<file path="src/rtl/sti_pkg.sv">
// Shared constants and bundle types of the sensor table interpolator.
package sti_pkg;

   localparam int TEMP_W = 24;
   localparam int CNT_W = 16;
   localparam int CSR_AW = 3;
   localparam int CSR_DW = 32;
   localparam int DIV_STEPS_PER_STAGE = 4;

   localparam int TEMP_MAX_INT = 8388607;
   localparam int TEMP_MIN_INT = -8388608;

   localparam logic CMD_LOAD = 1'b0;
   localparam logic CMD_CONVERT = 1'b1;

   // Register index as decoded from paddr[2].
   localparam logic REG_FALLBACK = 1'b0;

   typedef struct packed {
      logic              no_table;
      logic              below;
      logic              above;
      logic signed [15:0] reading;
      logic signed [15:0] count_lo;
      logic signed [15:0] temp_lo;
      logic signed [15:0] count_hi;
      logic signed [15:0] temp_hi;
   } sti_bracket_type;

   typedef struct packed {
      logic              out_of_range;
      logic              neg;
      logic              zero_div;
      logic signed [15:0] temp_lo;
   } sti_div_side_type;

endpackage

</file>
<file path="src/rtl/sti_divider.sv">
// Pipelined restoring divider, DIV_STEPS_PER_STAGE (four) quotient bits per stage.
module sti_divider #(
   parameter int NUM_W = 40
) (
   input  logic                      clock,
   input  logic                      reset,
   input  logic                      advance,
   input  logic                      in_valid,
   input  logic [NUM_W-1:0]          in_num,
   input  logic [15:0]               in_den,
   input  sti_pkg::sti_div_side_type in_side,
   output logic                      out_valid,
   output logic [NUM_W-1:0]          out_quo,
   output sti_pkg::sti_div_side_type out_side
);

   localparam int STEP = sti_pkg::DIV_STEPS_PER_STAGE;
   localparam int DS = (NUM_W + STEP - 1) / STEP;
   localparam int PW = DS * STEP;

   typedef struct packed {
      logic [PW-1:0]             num;
      logic [PW-1:0]             quo;
      logic [15:0]               rem;
      logic [15:0]               den;
      sti_pkg::sti_div_side_type side;
   } dstage_type;

   function automatic dstage_type div_group(dstage_type s);
      dstage_type r;
      logic [16:0] part;
      r = s;
      for (int i = 0; i < STEP; i++) begin
         part = {r.rem, r.num[PW-1]};
         r.num = r.num << 1;
         if (part >= {1'b0, r.den}) begin
            part = part - {1'b0, r.den};
            r.quo = {r.quo[PW-2:0], 1'b1};
         end else begin
            r.quo = {r.quo[PW-2:0], 1'b0};
         end
         r.rem = part[15:0];
      end
      return r;
   endfunction

   logic [DS-1:0] v_ff;
   dstage_type    s_ff [DS];
   dstage_type    s_in [DS];
   dstage_type    s_first;

   always_comb begin
      s_first.num = PW'(in_num);
      s_first.quo = '0;
      s_first.rem = '0;
      s_first.den = in_den;
      s_first.side = in_side;
      s_in[0] = div_group(s_first);
      for (int k = 1; k < DS; k++) begin
         s_in[k] = div_group(s_ff[k-1]);
      end
   end

   always_ff @(posedge clock) begin
      if (reset) begin
         v_ff <= '0;
      end else if (advance) begin
         v_ff <= DS'({v_ff, in_valid});
      end
   end

   always_ff @(posedge clock) begin
      if (advance) begin
         for (int k = 0; k < DS; k++) begin
            s_ff[k] <= s_in[k];
         end
      end
   end

   assign out_valid = v_ff[DS-1];
   assign out_quo = s_ff[DS-1].quo[NUM_W-1:0];
   assign out_side = s_ff[DS-1].side;

endmodule

</file>
<file path="config.mk">
export PLATFORM = sky130hd
export DESIGN_NAME = sti_divider
export DESIGN_NICKNAME = d
export VERILOG_FILES = /design/src/rtl/sti_pkg.sv /design/src/rtl/sti_divider.sv
export SDC_FILE = /design/constraint.sdc
export NUM_CORES = 2
export LEC_CHECK = 0
export ABC_AREA = 1
export BUFFER_PORTS_ARGS = -buffer_cell sky130_fd_sc_hd__buf_4
export CAP_MARGIN = 15
export CORE_ASPECT_RATIO = 2
export CORE_MARGIN = 2
export CORE_UTILIZATION = 70
export CTS_BUF_LIST = sky130_fd_sc_hd__clkbuf_2 sky130_fd_sc_hd__clkbuf_4 sky130_fd_sc_hd__clkbuf_8
export DETAILED_ROUTE_END_ITERATION = 12
export PLACE_DENSITY = 0.93
export SLEW_MARGIN = 0
export SYNTH_ARGS = -nofsm -noshare
export SYNTH_HDL_FRONTEND = slang
export SYNTH_SLANG_ARGS = --single-unit
export TNS_END_PERCENT = 50
</file>
<file path="constraint.sdc">
create_clock -name clock -period 11.8 [get_ports clock]
set_input_delay 1.77 -clock clock [delete_from_list [all_inputs] [get_ports clock]]
set_output_delay 1.77 -clock clock [all_outputs]
set_load 0.02 [all_outputs]
</file>
# Word level (Yosys, flattened, before mapping)
# Memory sizes are Yosys's and may differ from the RTL's.
# Cells that the tools add are included.
dict set report op_classes {
  add_sub_neg 40
  mux 82
  magnitude_cmp 40
}
# cell n
set ops {}
lappend ops {{17-bit by 16-bit greater-or-equal comparator with 1-bit output} 39}
lappend ops {{16-bit two-way mux} 40}
lappend ops {{16-bit subtractor} 39}
lappend ops {{1-bit two-way mux} 42}
lappend ops {{1-bit by 16-bit greater-or-equal comparator with 1-bit output} 1}
lappend ops {{1-bit by 16-bit subtractor with 16-bit output} 1}
dict set report totals {
  input_bits 79
  regBits 10
  output_inout_bits 60
  wordCells 164
  mem_count 1
  mem_bits_rw 1270
}
# name depth word_bits rd rd_clocked_by_memory_dff write_ports line
set memory_table {}
lappend memory_table {s_ff 10 127 10 0 10 sti_divider.sv:48} ;# dstage_type s_ff [DS];

# Logic depth before layout (Yosys ltp)
# An unclocked memory read counts as a cell.
dict set report logic_depth {
  depth_word 9
  ltp_mapped 55
  mapped_depth_nobuf 52
}

# Worst setup path after synthesis
# Ideal clock, no wire load.
dict set report synth_timing {
  path_kind {input -> register}
  start {input port in_num[39]}
  end {memory s_ff[0][41] in the netlist's numbering, data pin}
  t_required_ps 11536
  arrival_ps 7905
  setup_time_ps 264
  n_path_buf 3
  path_slack_ps 3630
  stages 45
  path_cell_list {inv_1 ha_1 inv_1 ha_1 o21ai_1 nor3_2 inv_2 clkbuf_1 nor2_1 ha_1 a21oi_1 a21boi_0 o21ai_1 nand3_1 nand2_1 nand2_1 nand2_1 inv_1 [... 9 more ...] a21boi_0 nand2_2 inv_2 buf_2 nand2_1 o21ai_0 ha_1 a21oi_1 nor2_1 a211oi_1 o211ai_1 a21oi_1 nor2_1 nor3_1 nand3_1 buf_2 nand2_1 o21ai_0}
}
# element line
set synth_lines {}
lappend synth_lines {{start, declared} sti_divider.sv:9} ;# input logic [NUM_W-1:0] in_num,
lappend synth_lines {{end, declared} sti_divider.sv:48}

==> flow_summary_export.csv <==
group,metric,value,unit
run_status,status,"completed",
hold_path,min_path_type,"reg2reg",
logic_synthesis,synth_ff_type,"edfxtp_1",
timing,fin_ws,1270,ps
clock_network,htreeDepth,4,
grt,antenna_found_initial,1,
logic_synthesis,syn_inst,7614,
detailed_routing,wl,167,mm
layout,area_delta_synth_final,7.44,%
setup_path,slowest_delay,640,ps
detailed_routing,via_count,55000,
logic_synthesis,ys_warn_count,0,
setup_path,critPathTopFamily,"simple AND/OR/NAND/NOR gates",
clock_network,cts.sinks,888,
floorplanning,start_util,0.704,
clock_network,postCtsSetupRepairBufs,0,
logic_synthesis,synth_fp_nets,8357,
timing,max_freq,0.0950,GHz
grt,grt_overflow,0,
logic_synthesis,seq_area_frac_synth,0.414,
clock_network,clk_path_buf_depth,3,
clock_network,cts-resized-gates,0,
timing,final.period_utilization,0.892,
floorplanning,coreArea,91100,um^2
floorplanning,die_y,432,um
logic_synthesis,synth_enable_flop_cells,878,
floorplanning,die_area,94300,um^2
detailed_routing,post-route-drc-count,0,
timing,setup_tns,0,ps
timing,worstMarginPinSlew,1100,ps
detailed_routing,wire_per_inst,18.4,um
setup_path,critical_path_buf_inv_count,2,
timing,slew_violations,0,
logic_synthesis,ys_ff_latch,888,
layout,n_fill_cell,6403,
clock_network,clk_pin_slew,70,ps
detailed_routing,drtAntennaViolNets,0,
job,max_cap_viol_count,0,
setup_path,critical_path_required,12430,ps
grt,grt_start_max_net_pins,171,
grt,grt_pass1_vias,52100,
detailed_routing,vias_per_cell,6.06,
clock_network,cts_tree,"done",
floorplanning,die_w,218,um
layout,nNetsFinal,8536,
detailed_routing,drt_first_pass_iters,8,
place,dp_hpwl,125,mm
place,pre_cts_ws,1630,ps
detailed_routing,drt_iter0_markers,5975,
setup_path,cp.arrival,11150,ps
clock_network,insertion_delay,870,ps
timing,slew-limit-headroom,0.266,
setup_path,cp-start-kind,"flop",
logic_synthesis,async_reset_ff_frac,0,
setup_path,end_kind,"flop",
logic_synthesis,synth_cell_types,67,
grt,grt_usage,0.351,
place,io_buffers,138,
layout,drive_above_1_share,0.0655,
setup_path,critical_path.slowest_cell,"nand3_1",
setup_path,cpMostUsedCell,"nand2_1",
timing,min_period,10530,ps
setup_path,cp_max_fo,27,
grt,grt_pass1_wl,262,mm
logic_synthesis,synth_area,64200,um^2
layout,layout.cells.non_filler,9077,
floorplanning,std_cell_rows,157,
timing,final_hold_viol_count,0,
floorplanning,ios,139,
clock_network,numCtsBuffers,130,
place,routabilityCongestion,0.986,
timing,fin_skew,51.7,ps
timing,setup_viol,0,
logic_synthesis,avgSynthCellArea,8.43,um^2
clock_network,root_buffer,"clkbuf_8",
clock_network,hold_buffers,0,
place,place_inst,8853,
timing,rsz0062_at_grt,"no",
setup_path,path_class,"reg2reg",
-- path summary, 6_finish.rpt --
check,slack (ps),end,from,depth (start not counted)
setup / recovery,1270,s_ff[2][49]$_DFFE_PP_,s_ff[1][20]$_DFFE_PP_,40
hold / removal,400,s_ff[9][81]$_DFFE_PP_,s_ff[8][77]$_DFFE_PP_,0
setup reg to reg,1270,s_ff[2][49]$_DFFE_PP_,s_ff[1][20]$_DFFE_PP_,40
hold reg to reg,400,s_ff[9][81]$_DFFE_PP_,s_ff[8][77]$_DFFE_PP_,0
-- cell usage after synthesis, types with 25 or more instances --
cell	n	share of area
nand2_2	25	0.0024
edfxtp_1	878	0.41
a21o_1	41	0.0048
buf_2	52	0.0041
nor2_1	371	0.022
fa_1	38	0.012
nand3_1	451	0.035
nand3b_1	32	0.0037
a21oi_1	548	0.043
or2_2	29	0.0028
xor2_1	248	0.034
ha_1	626	0.12
o21ai_1	72	0.0056
inv_1	830	0.049
a31oi_1	31	0.0030
a21boi_0	37	0.0043
nand4_1	78	0.0076
nand2_1	2278	0.13
o21ai_0	377	0.029
inv_2	30	0.0018
nor3_1	54	0.0042
xnor2_1	215	0.029
o21bai_1	28	0.0033
-- logic make-up (layout without fill, tap and decap cells) --
logic type                 after synthesis  after routing  share of synthesized area
AOI/OAI and AO/OA                     1217           1217                      0.104
xor gates and xnor gates               463            463                     0.0632
buffers and inverters                  966           1235                     0.0604
other                                    0              2                          0
and+or+nand+nor                       3416           3416                      0.225
adders and majority gates              664            664                      0.134
DFF                                    888            888                      0.414
-- flip-flops by register name, summed over array words and instances (netlist names) --
name,cells
s_ff,878
v_ff,10
-- cell type report --
class / count / area [um^2] / share of cell area
well taps: 1192 / 1490 / 0.0216
flip-flops and latches: 888 / 26600 / 0.385
diodes: 2 / 5.00 / 0.0000726
multi-input cells: 5760 / 33800 / 0.489
inverters: 864 / 3250 / 0.0471
clock inverters: 70 / 774 / 0.0112
clock buffers: 152 / 1970 / 0.0286
repair buffers: 149 / 1160 / 0.0169
-- metal layers --
metal | wire length [um] | part of all wire | vias to the layer above | GRT usage
met1 | 65300 | 0.39 | 25100 | 0.449
met5 | 0 | 0 | - | 0
met2 | 76600 | 0.46 | 3025 | 0.563
met3 | 14900 | 0.089 | 667 | 0.0586
met4 | 10300 | 0.062 | 0 | 0.201
li1 | - | - | 26200 | -
-- stage by stage --
stage / cell area (um^2) / utilization / hold WS, ps
final: 69000 / 0.757 / 397
after global routing: 69000 / 0.757 / 411
after CTS: 69000 / 0.757 / 398
after detailed placement: 66200 / 0.727 / 405
after global placement: 66200 / 0.727 / 400
after floorplan: 64200 / - / 400
-- cells in the final DEF, fill, tap and decap left out, types with 11 or more instances in the layout --
cell type and count:
nand2_1 2278, nand2_4 13, o21bai_1 28, nor2_1 371, a21boi_0 37, edfxtp_1 878, bufinv_16 14, nand4_1 78
o2111ai_1 14, nand3_1 451, o211ai_1 11, o21a_1 19, fa_1 38, clkinv_2 13, inv_1 830, nand3b_1 32
a21o_1 41, nor2_2 12, nor3_1 54, nand3_2 18, clkinv_1 23, a31oi_1 31, buf_4 145, inv_2 30
nand2_2 25, a21oi_1 548, clkbuf_4 19, or2_2 29, xnor2_1 215, o21ai_1 72, xor2_1 248, nor4_1 16
o21ai_0 377, ha_1 626, clkbuf_8 133
Power is left out: the tool's default activity adds up to more than one toggle a clock period on the data nets, which glitch-free logic cannot reach.
